==> src/hw/rtl/rotenc_pkg.sv <==
`timescale 1ns / 1ps

package rotenc_pkg;

  // Timestamp width; differences wrap modulo 2^TIME_BITS
  localparam int TIME_BITS        = 32;
  // Sub-steps that make one detent
  localparam int STEPS_PER_DETENT = 4;
  // Sub-step counter width, signed, holds +/- STEPS_PER_DETENT
  localparam int STEP_W           = 4;

  // Configuration port
  localparam int CFG_W     = 16;
  localparam int CFG_IDX_W = 2;

  localparam logic [CFG_IDX_W-1:0] CFG_DEBOUNCE     = CFG_IDX_W'(0);
  localparam logic [CFG_IDX_W-1:0] CFG_LONG_PRESS   = CFG_IDX_W'(1);
  localparam logic [CFG_IDX_W-1:0] CFG_DOUBLE_PRESS = CFG_IDX_W'(2);

  localparam logic [CFG_W-1:0] DEBOUNCE_RESET     = CFG_W'(20);
  localparam logic [CFG_W-1:0] LONG_PRESS_RESET   = CFG_W'(600);
  localparam logic [CFG_W-1:0] DOUBLE_PRESS_RESET = CFG_W'(350);

  localparam logic signed [STEP_W-1:0] STEP_LIMIT = STEP_W'(STEPS_PER_DETENT);

  // Quadrature transition table, index = {prev_ab, cur_ab}; 01 = +1, 11 = -1
  localparam logic signed [1:0] QUAD_TABLE [16] = '{
    2'b00, 2'b11, 2'b01, 2'b00,
    2'b01, 2'b00, 2'b00, 2'b11,
    2'b11, 2'b00, 2'b00, 2'b01,
    2'b00, 2'b01, 2'b11, 2'b00
  };

  typedef logic [TIME_BITS-1:0] stamp_t;

  typedef enum logic [2:0] {
    EV_CW     = 3'd0,
    EV_CCW    = 3'd1,
    EV_PRESS  = 3'd2,
    EV_DOUBLE = 3'd3,
    EV_LONG   = 3'd4
  } event_t;

  // One result from a decoder unit
  typedef struct packed {
    logic   valid;
    event_t code;
  } result_t;

  // One entry of the output queue
  typedef struct packed {
    event_t code;
    logic   last;
  } oq_entry_t;

  // Output queue sizing (power of two depth)
  localparam int OQ_DEPTH = 4;
  localparam int OQ_AW    = $clog2(OQ_DEPTH);
  localparam int OQ_CW    = $clog2(OQ_DEPTH + 1);

endpackage

==> src/hw/rtl/rotenc_quad.sv <==
`timescale 1ns / 1ps

module rotenc_quad (
  input  logic               clk,
  input  logic               rst,
  input  logic               step,
  input  logic               chan_a,
  input  logic               chan_b,
  output rotenc_pkg::result_t rot
);
  import rotenc_pkg::*;

  logic [1:0]               prev_ab;
  logic [1:0]               cur_ab;
  logic signed [STEP_W-1:0] sub_step;
  logic signed [STEP_W-1:0] sub_sum;
  logic signed [1:0]        delta;
  logic                     changed;
  logic                     at_cw;
  logic                     at_ccw;

  // Table lookup and accumulate
  assign cur_ab  = {chan_a, chan_b};
  assign changed = (cur_ab != prev_ab);
  assign delta   = QUAD_TABLE[{prev_ab, cur_ab}];
  assign sub_sum = sub_step + {{(STEP_W-2){delta[1]}}, delta};
  assign at_cw   = (sub_sum >= STEP_LIMIT);
  assign at_ccw  = (sub_sum <= -STEP_LIMIT);

  always_comb begin
    rot.valid = changed && (at_cw || at_ccw);
    rot.code  = at_cw ? EV_CW : EV_CCW;
  end

  // Pair and sub-step state; count clears on a detent
  always_ff @(posedge clk) begin
    if (rst) begin
      prev_ab  <= 2'b11;
      sub_step <= '0;
    end else if (step && changed) begin
      prev_ab  <= cur_ab;
      sub_step <= rot.valid ? '0 : sub_sum;
    end
  end

endmodule

==> src/hw/rtl/rotenc_switch.sv <==
`timescale 1ns / 1ps

module rotenc_switch (
  input  logic                             clk,
  input  logic                             rst,
  input  logic                             step,
  input  logic                             switch_down,
  input  rotenc_pkg::stamp_t               now,
  input  logic                             wr_en,
  input  logic [rotenc_pkg::CFG_IDX_W-1:0] wr_index,
  input  logic [rotenc_pkg::CFG_W-1:0]     wr_data,
  output rotenc_pkg::result_t              sw
);
  import rotenc_pkg::*;

  logic [CFG_W-1:0] debounce_time;
  logic [CFG_W-1:0] hold_time;
  logic [CFG_W-1:0] window_time;

  logic   held, held_next;
  logic   long_fired, long_fired_next;
  logic   click_pending, click_pending_next;
  stamp_t edge_time, edge_time_next;
  stamp_t press_start_time, press_start_time_next;
  stamp_t release_time, release_time_next;

  stamp_t el_edge;
  stamp_t el_press;
  stamp_t el_rel;
  logic   sw_edge;
  logic   bounce;
  logic   in_window;

  // Wrapping time differences
  assign el_edge   = now - edge_time;
  assign el_press  = now - press_start_time;
  assign el_rel    = now - release_time;
  assign sw_edge   = (switch_down != held);
  assign bounce    = (el_edge < stamp_t'(debounce_time));
  assign in_window = (el_rel < stamp_t'(window_time));

  // Gesture classification
  always_comb begin
    held_next             = held;
    long_fired_next       = long_fired;
    click_pending_next    = click_pending;
    edge_time_next        = edge_time;
    press_start_time_next = press_start_time;
    release_time_next     = release_time;
    sw                    = '0;
    if (sw_edge) begin
      if (!bounce) begin
        edge_time_next = now;
        if (switch_down) begin
          held_next             = 1'b1;
          press_start_time_next = now;
          long_fired_next       = 1'b0;
        end else begin
          held_next = 1'b0;
          if (long_fired) begin
            click_pending_next = 1'b0;
          end else if (click_pending && in_window) begin
            sw.valid           = 1'b1;
            sw.code            = EV_DOUBLE;
            click_pending_next = 1'b0;
          end else begin
            click_pending_next = 1'b1;
            release_time_next  = now;
          end
        end
      end
    end else begin
      // held and not held exclude each other: at most one result
      if (held && !long_fired && (el_press >= stamp_t'(hold_time))) begin
        long_fired_next = 1'b1;
        sw.valid        = 1'b1;
        sw.code         = EV_LONG;
      end
      if (click_pending && !held && !in_window) begin
        sw.valid           = 1'b1;
        sw.code            = EV_PRESS;
        click_pending_next = 1'b0;
      end
    end
  end

  // Configuration registers
  always_ff @(posedge clk) begin
    if (rst) begin
      debounce_time <= DEBOUNCE_RESET;
      hold_time     <= LONG_PRESS_RESET;
      window_time   <= DOUBLE_PRESS_RESET;
    end else if (wr_en) begin
      if (wr_index == CFG_DEBOUNCE)     debounce_time <= wr_data;
      if (wr_index == CFG_LONG_PRESS)   hold_time     <= wr_data;
      if (wr_index == CFG_DOUBLE_PRESS) window_time   <= wr_data;
    end
  end

  // Switch state
  always_ff @(posedge clk) begin
    if (rst) begin
      held             <= 1'b0;
      long_fired       <= 1'b0;
      click_pending    <= 1'b0;
      edge_time        <= '0;
      press_start_time <= '0;
      release_time     <= '0;
    end else if (step) begin
      held             <= held_next;
      long_fired       <= long_fired_next;
      click_pending    <= click_pending_next;
      edge_time        <= edge_time_next;
      press_start_time <= press_start_time_next;
      release_time     <= release_time_next;
    end
  end

endmodule

==> src/hw/rtl/rotenc_outq.sv <==
`timescale 1ns / 1ps

module rotenc_outq (
  input  logic                  clk,
  input  logic                  rst,
  input  logic                  push0,
  input  rotenc_pkg::oq_entry_t ent0,
  input  logic                  push1,
  input  rotenc_pkg::oq_entry_t ent1,
  output logic                  room,
  output logic                  out_valid,
  input  logic                  out_stall,
  output logic [2:0]            event_code,
  output logic                  last_event
);
  import rotenc_pkg::*;

  oq_entry_t        q [OQ_DEPTH];
  logic [OQ_AW-1:0] wr_ptr;
  logic [OQ_AW-1:0] wr_ptr_1;
  logic [OQ_AW-1:0] rd_ptr;
  logic [OQ_CW-1:0] count;
  logic [OQ_CW-1:0] n_push;
  logic             pop;

  assign wr_ptr_1   = wr_ptr + OQ_AW'(1);
  assign n_push     = OQ_CW'(push0) + OQ_CW'(push1);
  assign pop        = out_valid && !out_stall;
  assign out_valid  = (count != '0);
  assign room       = (count <= OQ_CW'(OQ_DEPTH - 2));
  assign event_code = q[rd_ptr].code;
  assign last_event = q[rd_ptr].last;

  // Entry storage; push1 only comes with push0
  always_ff @(posedge clk) begin
    if (push0) q[wr_ptr]   <= ent0;
    if (push1) q[wr_ptr_1] <= ent1;
  end

  // Pointers and fill count
  always_ff @(posedge clk) begin
    if (rst) begin
      wr_ptr <= '0;
      rd_ptr <= '0;
      count  <= '0;
    end else begin
      wr_ptr <= wr_ptr + OQ_AW'(n_push);
      if (pop) rd_ptr <= rd_ptr + OQ_AW'(1);
      count  <= count + n_push - OQ_CW'(pop);
    end
  end

endmodule

==> src/hw/rtl/rotary_encoder_button_gestures.sv <==
`timescale 1ns / 1ps
// Rotary encoder and push-switch gesture decoder.
// Input channel: in_valid/in_stall with chan_a, chan_b, switch_down and the
// millisecond timestamp now_ms. One item is one sample of the pins.
// Output channel: out_valid/out_stall with event_code and last_event. Each
// sample gives zero, one or two results: a rotation (cw/ccw) first, then at
// most one switch gesture (press, double press, long press). last_event
// marks the final result of a sample.
// Configuration: wr_en/wr_index/wr_data, write only while idle.
// An accepted sample is held in the sample register and decoded from it; its
// results are then registered in the queue, which offers the first of them.
// Throughput: one sample per cycle while the queue has room, set by the combinational decode between
// the sample register and a 4-entry result queue. A sample waits in the
// sample register until the queue has room for two results, so a receiver
// that stalls fills the queue and then stalls the sender via in_stall.
// Reset: state returns to channels idle high, switch released, all times 0,
// thresholds 20/600/350 ms, and the queue empties.
module rotary_encoder_button_gestures (
  input  logic        clk,
  input  logic        rst,
  input  logic        in_valid,
  output logic        in_stall,
  input  logic        chan_a,
  input  logic        chan_b,
  input  logic        switch_down,
  input  logic [31:0] now_ms,
  input  logic        wr_en,
  input  logic [1:0]  wr_index,
  input  logic [15:0] wr_data,
  output logic        out_valid,
  input  logic        out_stall,
  output logic [2:0]  event_code,
  output logic        last_event
);
  import rotenc_pkg::*;

  logic      s_valid;
  logic      s_a;
  logic      s_b;
  logic      s_sw;
  stamp_t    s_now;
  logic      room;
  logic      step;
  logic      load;
  result_t   rot;
  result_t   sw;
  oq_entry_t ent0;
  oq_entry_t ent1;
  logic      push0;
  logic      push1;

  // Sample register handshake
  assign step     = s_valid && room;
  assign in_stall = s_valid && !room;
  assign load     = in_valid && !in_stall;

  always_ff @(posedge clk) begin
    if (rst) begin
      s_valid <= 1'b0;
    end else if (load) begin
      s_valid <= 1'b1;
    end else if (step) begin
      s_valid <= 1'b0;
    end
  end

  always_ff @(posedge clk) begin
    if (load) begin
      s_a   <= chan_a;
      s_b   <= chan_b;
      s_sw  <= switch_down;
      s_now <= stamp_t'(now_ms);
    end
  end

  rotenc_quad u_quad (
    .clk    (clk),
    .rst    (rst),
    .step   (step),
    .chan_a (s_a),
    .chan_b (s_b),
    .rot    (rot)
  );

  rotenc_switch u_switch (
    .clk         (clk),
    .rst         (rst),
    .step        (step),
    .switch_down (s_sw),
    .now         (s_now),
    .wr_en       (wr_en),
    .wr_index    (wr_index),
    .wr_data     (wr_data),
    .sw          (sw)
  );

  // Order results: rotation first, switch gesture last
  always_comb begin
    ent0.code = rot.valid ? rot.code : sw.code;
    ent0.last = !(rot.valid && sw.valid);
    ent1.code = sw.code;
    ent1.last = 1'b1;
    push0     = step && (rot.valid || sw.valid);
    push1     = step && rot.valid && sw.valid;
  end

  rotenc_outq u_outq (
    .clk        (clk),
    .rst        (rst),
    .push0      (push0),
    .ent0       (ent0),
    .push1      (push1),
    .ent1       (ent1),
    .room       (room),
    .out_valid  (out_valid),
    .out_stall  (out_stall),
    .event_code (event_code),
    .last_event (last_event)
  );

endmodule

==> config.mk <==
export PLATFORM = sky130hd
export DESIGN_NAME = rotary_encoder_button_gestures
export DESIGN_NICKNAME = d
export VERILOG_FILES = /design/src/hw/rtl/rotenc_pkg.sv /design/src/hw/rtl/rotenc_quad.sv /design/src/hw/rtl/rotenc_switch.sv /design/src/hw/rtl/rotenc_outq.sv /design/src/hw/rtl/rotary_encoder_button_gestures.sv
export SDC_FILE = /design/constraint.sdc
export NUM_CORES = 1
export LEC_CHECK = 0
export ABC_CLOCK_PERIOD_IN_PS = 6710
export BUFFER_PORTS_ARGS = -buffer_cell sky130_fd_sc_hd__buf_2
export CELL_PAD_IN_SITES_DETAIL_PLACEMENT = 0
export CELL_PAD_IN_SITES_GLOBAL_PLACEMENT = 1
export CORE_MARGIN = 10
export CORE_UTILIZATION = 45
export DETAILED_ROUTE_END_ITERATION = 7
export GPL_ROUTABILITY_DRIVEN = 0
export PLACE_DENSITY_LB_ADDON = 0.2
export SYNTH_ARGS = -nofsm -noshare
export SYNTH_HDL_FRONTEND = slang
export SYNTH_SLANG_ARGS = --single-unit
==> constraint.sdc <==
create_clock -name clk -period 6.71 [get_ports clk]
set_input_delay 0.3355 -clock clk [delete_from_list [all_inputs] [get_ports clk]]
set_output_delay 0.3355 -clock clk [all_outputs]
set_load 0.005 [all_outputs]
# Yosys cells after proc, flatten, opt, wreduce, memory -nomap -nowiden
# Memories as Yosys holds them, arrays and structs flattened. A register that Yosys moved wholly into a read port is not among the register bits.
# Cells that the tools add are included.
[classes]
bitwise = 5
magnitude_cmp = 7
mux = 31
eq_ne = 7
add_sub_neg = 10
n_reduce_logical = 37
[ops]
columns = ["op", "n"]
rows = [
  ["subtractor 32 bit", 3],
  ["less-than comparator 32 x 16 -> 1 bit", 2],
  [">= comparator 32 x 16 -> 1 bit", 1],
  ["two-way mux 4 bit", 8],
  ["two-way mux 1 bit", 18],
  ["logical AND 1 bit", 15],
  ["AND reduction 4 bit", 3],
  ["two-way mux 2 bit", 4],
  ["zero test 1 bit", 7],
  ["inequality test 2 bit (second input constant)", 3],
  ["AND reduction 2 bit", 3],
  ["AND reduction 6 bit", 1],
  ["nonzero test 2 bit", 3],
  [">= comparator 5 bit (second input constant)", 1],
  ["inverter 4 -> 5 bit", 1],
  ["adder 2 x 1 -> 2 bit (second input constant)", 2],
  ["adder 4 bit", 1],
  [">= comparator 4 bit (second input constant)", 1],
  ["less-or-equal comparator 4 x 3 -> 1 bit (second input constant)", 1],
  ["inverter 1 bit", 4],
  ["adder 3 bit", 1],
  ["less-or-equal comparator 3 x 2 -> 1 bit (second input constant)", 1],
  ["two-way mux 3 bit", 1],
  ["AND reduction 3 bit", 1],
  ["other kinds (10)", 11],
]
[totals]
regBits = 196
mem_count = 2
wordCells = 118
rom_bits = 32
in_bits = 58
mem_bits_rw = 16
[memory_table]
columns = ["memory", "words", "width", "read_ports", "rd_ports_with_merged_regs", "wr", "line_no", "source"]
rows = [
  ["(no name shown)", 16, 2, 1, 0, 0, "rotenc_quad.sv:25", "assign delta = QUAD_TABLE[{prev_ab, cur_ab}];"],
  ["u_outq.q", 4, 4, 1, 1, 2, "rotenc_outq.sv:18", "oq_entry_t q [OQ_DEPTH];"],
]

# Logic depth before layout (Yosys ltp)
# Gate-level depths: netlist (run 1).
[depth]
ltp_word = 13
depth_mapped = 32

# Cells and area by module
# Synthesis (run 1) repeated with hierarchy kept, for this count alone.
[hier_totals]
cells_unflattened = 2006
hier_area_um2 = 16308.1
[by_module_without_submodules]
columns = ["mod", "area_per_inst_um2", "instances", "cells_each"]
rows = [
  ["rotenc_switch", 13409.1, 1, 1813],
  ["rotenc_outq", 1239.9, 1, 90],
  ["rotary_encoder_button_gestures", 1156.1, 1, 49],
  ["rotenc_quad", 503.0, 1, 54],
]

# Worst setup path after synthesis (run 1)
# No wires, ideal clock.
[synth_path]
kind = "flip-flop to flip-flop"
startpoint = "register s_now[10]"
endpoint = "register u_outq.count[2]"
setup_time_ps = 128
setup_slack_ps = 742
t_arrival_ps = 5840
t_required_ps = 6582
period_less_slack_ps = 5968
path_stages_with_launch = 26
path_cell_list = "edfxtp_1 ha_1 clkbuf_1 a21oi_1 o21ai_0 a21boi_0 a21boi_1 xnor2_1 ha_1 a21o_1 a21oi_1 nor2b_1 or4_1 or4_1 a211oi_1 nand4_1 or4_1 nand4b_2 and2b_1 nand2b_1 nor2b_1 ha_1 ha_1 fa_1 xnor2_1 nor2_1"
[synth_between]
elab_chain_len = 13
[synth_lines]
columns = ["item", "line_no", "source"]
rows = [
  ["start: declaration", "rotary_encoder_button_gestures.sv:41", "stamp_t s_now;"],
  ["start signal: assignment", "rotary_encoder_button_gestures.sv:72", "s_now <= stamp_t'(now_ms);"],
  ["subtractor 32 bit", "rotenc_switch.sv:37", "assign el_rel = now - release_time;"],
  ["less-than comparator 32 x 16 -> 1 bit", "rotenc_switch.sv:40", "assign in_window = (el_rel < stamp_t'(window_time));"],
  ["logical AND 1 bit", "rotenc_switch.sv:62", "end else if (click_pending && in_window) begin"],
  ["two-way mux 4 bit", "rotenc_switch.sv:62", ""],
  ["two-way mux 4 bit", "rotenc_switch.sv:60", "if (long_fired) begin"],
  ["two-way mux 4 bit", "rotenc_switch.sv:54", "if (switch_down) begin"],
  ["two-way mux 4 bit", "rotenc_switch.sv:52", "if (!bounce) begin"],
  ["two-way mux 4 bit *", "rotenc_switch.sv:51", "if (sw_edge) begin"],
  ["logical OR 1 bit", "rotary_encoder_button_gestures.sv:103", "push0 = step && (rot.valid || sw.valid);"],
  ["logical AND 1 bit", "rotary_encoder_button_gestures.sv:103", ""],
  ["adder 1 x 1 -> 2 bit *", "rotenc_outq.sv:27", "assign n_push = OQ_CW'(push0) + OQ_CW'(push1);"],
  ["adder 3 bit *", "rotenc_outq.sv:49", "count <= count + n_push - OQ_CW'(pop);"],
  ["subtractor 3 x 1 -> 3 bit *", "rotenc_outq.sv:49", ""],
  ["end signal: assignment", "rotenc_outq.sv:49", ""],
  ["end: declaration", "rotenc_outq.sv:22", "logic [OQ_CW-1:0] count;"],
]
# Mark *: on every way between the ends. The rest lies on a longest branch, timed or not.
# A chain may end at the register's enable or synchronous reset.

# Final worst setup path (run 1)
[layout_path]
startpoint = "register s_now[1]"
endpoint = "register u_outq.count[1]"
# Same word-level chain as after synthesis.

==> results.ini, run 1 <==
[hold_path]
hp-class = primary input to flop
hold_depth = 3
timing.hold.worst.start = in_valid
worstHoldEndpoint = s_valid$_SDFFE_PP0P_

[cts]
clock_sinks = 214
root_buffer = clkbuf_16
clock_latency_ps = 560
cts_tree = built
numCtsBuffers = 26
cts_max_level = 1
cts_buffer_depth = 3
clkTransAtPathRegs_ps = 60

[placement]
io_buffers = 63
placedCellCount = 2390
placed_area_um2 = 16300
hpwlAfterDp_um = 34300

[worst_setup_path]
critPathLaunchType = flop
path_class = flop to flop
crit_slowest_cell = or4_1
max_stage_delay_ps = 490
cp_max_fo = 4
r2r_cells = 30
cp-end-kind = flop
cpMostUsedCell = ha_1
critPathArrivalTime_ps = 6800
reg2reg_slack_ps = 310
timing.rr.start = s_now[1]$_DFFE_PP_
worstPathRequired_ps = 7100
reg2reg_to = u_outq.count[1]$_SDFF_PP0_

[pwr]
power_frac_seq_pct = 33.4
cellLeakagePower_nw = 7.51
p_per_area_nw_per_um2 = 255
switching_power_mw = 1.56
internal_power_mw = 2.95
worst_ir_drop_vdd_mv = 0.213
power_frac_comb_pct = 33.7
swShare_pct = 34.6
p_clk_share_pct = 32.9

[sta]
min_period_ps = 6400
slew_viol_final = 0
period_share_pct = 95.4
skew_ps = 22.7
max_freq_ghz = 0.156
rsz0062_at_grt = false
slew_headroom_pct = 26.5
worst_pin_slew_ps = 1100
finalSetupViolCount = 0
tns_ps = 0
hold_violations = 0

[global_route]
gr-usage-all-layers_pct = 20.6
grt_max_degree = 90
grt_pass1_wl_um = 70400
overflow = 0
antenna_found_initial = 1
grt_pass1_vias = 13300

[floorplan]
core-area_um2 = 34400
fp.dieW_um = 206
initial_core_util_pct = 45.4
die_h_um = 206
pin_count = 64
rows = 68
die_area_um2 = 42500

[synth]
ys_ff_latch = 214
synth.avg_cell_area_um2 = 8.06
synthDistinctLibCells = 86
synth_edf_count = 47
synthTopCellsByArea = dfxtp_1, ha_1, edfxtp_1
synth_flop_cell = dfxtp_1
yosysMostFrequentCell = nor2_1
post-synth-top-area-fraction_pct = 21.4
yosysTopAreaCell = dfxtp_1
yosys_warnings = 0
synthesis.nets = 2150
yosysSeqAreaShare_pct = 30.5
synth_common_cells = nor2_1, nand2_1, inv_1, dfxtp_1, a21oi_1
synth.cell_area_um2 = 15600
ys_async_sr_fraction_pct = 0
synth_cells = 1935

[run]
drv_cap = 0

[routing]
first_iter_violations = 843
ant_nets = 0
dr_total_vias = 13900
dr.pass1.iters = 5
routed_via_density = 5.59
drt-total-wl_um = 44400
routedWlPerCell_um = 17.9
remaining_drc_errors = 0

[final_layout]
final_cell_area_um2 = 17700
drive_gt1_share_pct = 9.13
fill_cells = 3327
nets = 2221
fin_cells = 2481
area_growth_pct = 13.3
seq_area_um2 = 4750
num_antenna_cells = 0
multi_input_area_um2 = 9870

[run_status]
status = finished clean

[worst max-delay path: cells and delay by family, from the launching register on]
kind,cells,cell delay (ps)
AOI/OAI and AO/OA,10,1980
xor gates and xnor gates,1,140
adders and majority gates,5,1350
buffers and inverters,3,340
DFF,1,410
and+or+nand+nor,11,2000
[sequential cells by signal (all words and copies together), names as in the netlist, 2 cells and up, named ones only]
name / flops
s_now: 32
u_outq.count: 3
u_outq.q: 16
u_outq.rd_ptr: 2
u_outq.wr_ptr: 2
u_quad.prev_ab: 2
u_quad.sub_step: 4
u_switch.debounce_time: 16
u_switch.edge_time: 32
u_switch.hold_time: 16
u_switch.press_start_time: 32
u_switch.release_time: 32
u_switch.window_time: 16
[layer usage]
| layer | share of wire, % | routed length [um] | up-vias | track usage [%] |
|---|---|---|---|---|
| met3 | 4.6 | 2030 | 77 | 2.93 |
| met2 | 47 | 20900 | 309 | 34.9 |
| met4 | 2.7 | 1200 | 0 | 6.07 |
| met1 | 46 | 20300 | 6531 | 26.6 |
| li1 | - | - | 6951 | - |
| met5 | 0 | 0 | - | 0 |
[cell type report]
type	instances	share of cell area, %
Clock buffer	31	3.96
Tap cell	455	3.22
Clock inverter	17	1.13
Inverter	182	3.87
Multi-Input combinational cell	1454	55.9
Timing Repair Buffer	128	5.06
Sequential cell	214	26.9
[cell usage in the layout, fill, tap and decap left out, types with 8 or more instances in the layout]
master / instances
ha_1: 151
edfxtp_1: 47
a21oi_1: 153
nand2_1: 201
o211ai_1: 14
a31oi_1: 23
a211o_1: 13
a211oi_1: 14
xor2_1: 26
o21a_1: 25
clkbuf_16: 26
nor2b_1: 14
nand2b_1: 18
nand3_1: 36
o21bai_1: 12
inv_1: 181
xnor2_1: 39
nand3b_1: 15
o21ai_0: 61
dlygate4sd3_1: 35
a21o_1: 40
o21ai_1: 13
nor2_1: 229
and3_1: 9
o22ai_1: 9
nor4_1: 9
o2111ai_1: 8
and2_1: 13
dfxtp_1: 167
buf_4: 31
nand4_1: 30
mux2i_1: 100
buf_2: 62
nor3_1: 42
or3_1: 12
[logic make-up (layout without fill, tap and decap cells)]
group	after synthesis	count (layout)	share of synthesized area, %
AOI/OAI and AO/OA	457	457	19.0
DFF	214	214	30.5
xor gates and xnor gates	65	65	3.65
buffers and inverters	267	358	6.79
muxes	108	108	7.35
and+or+nand+nor	667	667	19.9
adders and majority gates	157	157	12.8
[power by group through the flow]
stage / clock, mW / sequential, mW / combinational (mW)
floorplan: 0 / 1.49 / 1.12
global placement: 0 / 1.53 / 1.46
detailed placement: 0 / 1.53 / 1.47
CTS: 1.53 / 1.51 / 1.49
global route: 1.57 / 1.52 / 1.70
finish: 1.48 / 1.51 / 1.52
[timing repair]
item	CTS	global route
buffers inserted	0	8
hold endpoints to repair	35	0
hold buffers	35	0
gates resized for setup	1	20
endpoints found under the setup margin	1	5
pin swaps	0	10
[per-stage QoR]
stage                     util, %  hold slack [ps]  setup WS, ps  power [mW]
final                        51.4             36.7           306        4.50
after CTS                    51.0             11.4          15.3        4.53
after floorplan                 -              432           742        2.61
after detailed placement     47.4              449         -1.91        3.00
after global placement       47.4              444           283        2.99
after global routing         51.4             30.4          2.60        4.79
[how the worst max path moves through the flow]
| stage | start | endpoint | slack [ps] | cells past startpoint |
|---|---|---|---|---|
| after floorplan | s_now[10]$_DFFE_PP_ | u_outq.count[2]$_SDFF_PP0_ | 740 | 25 |
| after global placement | s_now[1]$_DFFE_PP_ | u_outq.count[2]$_SDFF_PP0_ | 280 | 29 |
| after detailed placement | s_now[1]$_DFFE_PP_ | u_outq.count[2]$_SDFF_PP0_ | -2 | 29 |
| after CTS | s_now[1]$_DFFE_PP_ | u_outq.count[2]$_SDFF_PP0_ | 20 | 29 |
| after global routing | s_now[1]$_DFFE_PP_ | u_outq.count[1]$_SDFF_PP0_ | 3 | 30 |
| final | s_now[1]$_DFFE_PP_ | u_outq.count[1]$_SDFF_PP0_ | 310 | 30 |
No activity file was read; power rests on OpenSTA's default activity.
==> run 2, diff against run 1 <==
--- a/config.mk
+++ b/config.mk
@@ -5,6 +5,7 @@
 export SDC_FILE = /design/constraint.sdc
 export NUM_CORES = 1
 export LEC_CHECK = 0
+export ABC_AREA = 1
 export ABC_CLOCK_PERIOD_IN_PS = 6710
 export BUFFER_PORTS_ARGS = -buffer_cell sky130_fd_sc_hd__buf_2
 export CELL_PAD_IN_SITES_DETAIL_PLACEMENT = 0
==> run 2 against run 1 <==
Net effect: worst hold slack worse by 13 ps; sequential cell count stayed put; global-route usage is 2.2 points higher; register-to-register slack better by 900 ps; fmax is 16% higher; total power is 14% higher; combinational power is 36% higher; critical path type unchanged; critical endpoint is now u_outq.count[2]$_SDFF_PP0_.
==> results.ini, run 2 <==
[synth]
synth_edf_count = 47  ; unchanged
yosysTopAreaCell = dfxtp_1  ; unchanged
yosys_warnings = 0  ; unchanged
ys_async_sr_fraction_pct = 0  ; unchanged
synth.cell_area_um2 = 16600  ; was 15600 um2
synth.avg_cell_area_um2 = 6.30  ; was 8.06 um2
synthTopCellsByArea = dfxtp_1, nand2_1, ha_1  ; was dfxtp_1, ha_1, edfxtp_1
ys_ff_latch = 214  ; unchanged
post-synth-top-area-fraction_pct = 20.1  ; was 21.4%
synth_flop_cell = dfxtp_1  ; unchanged
synthesis.nets = 2853  ; was 2150
yosysSeqAreaShare_pct = 28.6  ; was 30.5%
yosysMostFrequentCell = nand2_1  ; was nor2_1
synth_common_cells = nand2_1, inv_1, nor2_1, a21oi_1, dfxtp_1  ; was nor2_1, nand2_1, inv_1, dfxtp_1, a21oi_1
synthDistinctLibCells = 43  ; was 86
synth_cells = 2638  ; was 1935

[worst_setup_path]
cp-end-kind = flop  ; unchanged
cpMostUsedCell = nand2_1  ; was ha_1
cp_max_fo = 9  ; was 4
critPathLaunchType = flop  ; unchanged
path_class = flop to flop  ; unchanged
crit_slowest_cell = fa_1  ; was or4_1
max_stage_delay_ps = 440  ; was 490 ps
critPathArrivalTime_ps = 5940  ; was 6800 ps
worstPathRequired_ps = 7140  ; was 7100 ps

[cts]
clkTransAtPathRegs_ps = 60  ; about the same
root_buffer = clkbuf_16  ; unchanged
cts_max_level = 1  ; unchanged
post_cts.repair.setup_buffers = 0  ; unchanged
numCtsBuffers = 26  ; unchanged
clock_sinks = 214  ; unchanged
clock_latency_ps = 560  ; about the same
cts_tree = built  ; unchanged
cts_buffer_depth = 3  ; unchanged

[global_route]
grtUsageMet1_pct = 30.2  ; was 26.6%
grt_pass1_vias = 15500  ; was 13300
grt_util_met3_pct = 2.58  ; was 2.93%
global_route.usage.met2_pct = 37.9  ; was 34.9%
grt_max_degree = 85  ; was 90
gr-usage-all-layers_pct = 22.8  ; was 20.6%
grt_pass1_wl_um = 82500  ; was 70400 um
overflow = 0  ; unchanged
top_usage_layer = met2  ; unchanged
antenna_found_initial = 0  ; was 1

[final_layout]
num_antenna_cells = 0  ; unchanged
final_cell_area_um2 = 18600  ; was 17700 um2
nets = 2934  ; was 2221
fill_cells = 3800  ; was 3327
area_growth_pct = 11.7  ; was 13.3%
fin_cells = 3207  ; was 2481
drive_gt1_share_pct = 4.97  ; was 9.13%
mostFrequentLayoutCells = nand2_1, inv_1, nor2_1  ; was nor2_1, nand2_1, inv_1
layout_commonest_cell = nand2_1  ; was nor2_1
seq_area_um2 = 4750  ; unchanged
multi_input_area_um2 = 9730  ; was 9870 um2

[hold_path]
hp-class = primary input to flop  ; unchanged

[run]
drv_cap = 0  ; unchanged

[sta]
skew_ps = 14.4  ; was 22.7 ps
setup_ws_ps = 1200  ; was 306 ps
hold_violations = 0  ; unchanged
period_share_pct = 82.1  ; was 95.4%
max_freq_ghz = 0.182  ; was 0.156 GHz
worst_pin_slew_ps = 1210  ; was 1100 ps
tns_ps = 0  ; unchanged
rsz0062_at_grt = false  ; unchanged
slew_headroom_pct = 19.4  ; was 26.5%
min_period_ps = 5510  ; was 6400 ps
finalSetupViolCount = 0  ; unchanged
slew_viol_final = 0  ; unchanged

[placement]
placed_area_um2 = 17300  ; was 16300 um2
hpwlAfterDp_um = 41100  ; was 34300 um
placedCellCount = 3125  ; was 2390
dp_slack_ps = 1230  ; was -1.91 ps
io_buffers = 63  ; unchanged

[floorplan]
rows = 70  ; was 68
core-area_um2 = 36500  ; was 34400 um2
initial_core_util_pct = 45.5  ; was 45.4%
pin_count = 64  ; unchanged
fp.dieW_um = 212  ; was 206 um
die_h_um = 212  ; was 206 um
die_area_um2 = 45000  ; was 42500 um2

[run_status]
status = finished clean  ; unchanged

[routing]
routedWlPerCell_um = 15.9  ; was 17.9 um
dr_total_vias = 16200  ; was 13900
routed_via_density = 5.05  ; was 5.59
drt-total-wl_um = 51100  ; was 44400 um
remaining_drc_errors = 0  ; unchanged
ant_nets = 0  ; unchanged
dr.pass1.iters = 6  ; was 5
first_iter_violations = 982  ; was 843

[pwr]
p_per_area_nw_per_um2 = 277  ; was 255 nW/um2
cellLeakagePower_nw = 9.36  ; was 7.51 nW
worst_ir_drop_vdd_mv = 0.226  ; was 0.213 mV

run 2: logic make-up after synthesis:
logic type / share of synthesized area, %
and+or+nand+nor: 31.3
adders and majority gates: 12.0
AOI/OAI and AO/OA: 12.2
buffers and inverters: 13.0
xor gates and xnor gates: 2.95
DFF: 28.6
run 2: layer usage:
layer / wire, um / vias to the layer above
met4: 1400 / 0
met5: 0 / -
met2: 23200 / 351
met1: 24200 / 7273
met3: 2280 / 82
li1: - / 8479
run 2: area by class of cell:
class	instances	area share, %
well taps	468	3.15
clock inverters	10	0.801
multi-input cells	1871	52.4
repair buffers	100	3.65
flip-flops and latches	214	25.6
clock buffers	38	4.19
inverters	506	10.2
run 2: power breakdown:
part	switching, mW	internal, mW	total, mW
Combinational	1.35	0.726	2.07
Sequential	0.110	1.45	1.56
Clock	0.567	0.952	1.52
Total	2.02	3.13	5.15
run 2: repair_timing:
action | CTS | global route
hold endpoints to repair | 34 | 0
endpoints found under the setup margin | 0 | 0
gates resized for setup | 0 | 0
hold buffers | 34 | 0
run 2: per-stage QoR:
stage | total power [mW] | hold slack (ps) | util, %
6_report | 5.15 | 23.4 | 50.9
5_1_grt | 5.57 | 12.0 | 50.9
4_1_cts | 5.17 | 12.2 | 50.9
3_5_place_dp | 3.62 | 451 | 47.4
3_3_place_gp | 3.60 | 443 | 47.4
2_1_floorplan | 3.07 | 405 | -
run 2: critical path, delay by kind of cell (launching register included):
kind                     cells  cell delay [ps]
adder cells (fa/ha/maj)      6             1870
AO/OA/AOI/OAI                3              420
flip-flops                   1              360
AND/OR/NAND/NOR             16             2220
XOR/XNOR                     1              180
buffers and inverters        3              330
run 2: worst paths after layout:
| path | start | end | slack, ps | cells past startpoint |
|---|---|---|---|---|
| min reg2reg | u_switch.press_start_time[25]$_SDFFE_PP0P_ | u_switch.press_start_time[25]$_SDFFE_PP0P_ | 450 | 2 |
| max | s_now[0]$_DFFE_PP_ | u_outq.count[2]$_SDFF_PP0_ | 1200 | 29 |
| max reg2reg | s_now[0]$_DFFE_PP_ | u_outq.count[2]$_SDFF_PP0_ | 1200 | 29 |
| min | now_ms[0] | s_now[0]$_DFFE_PP_ | 20 | 1 |
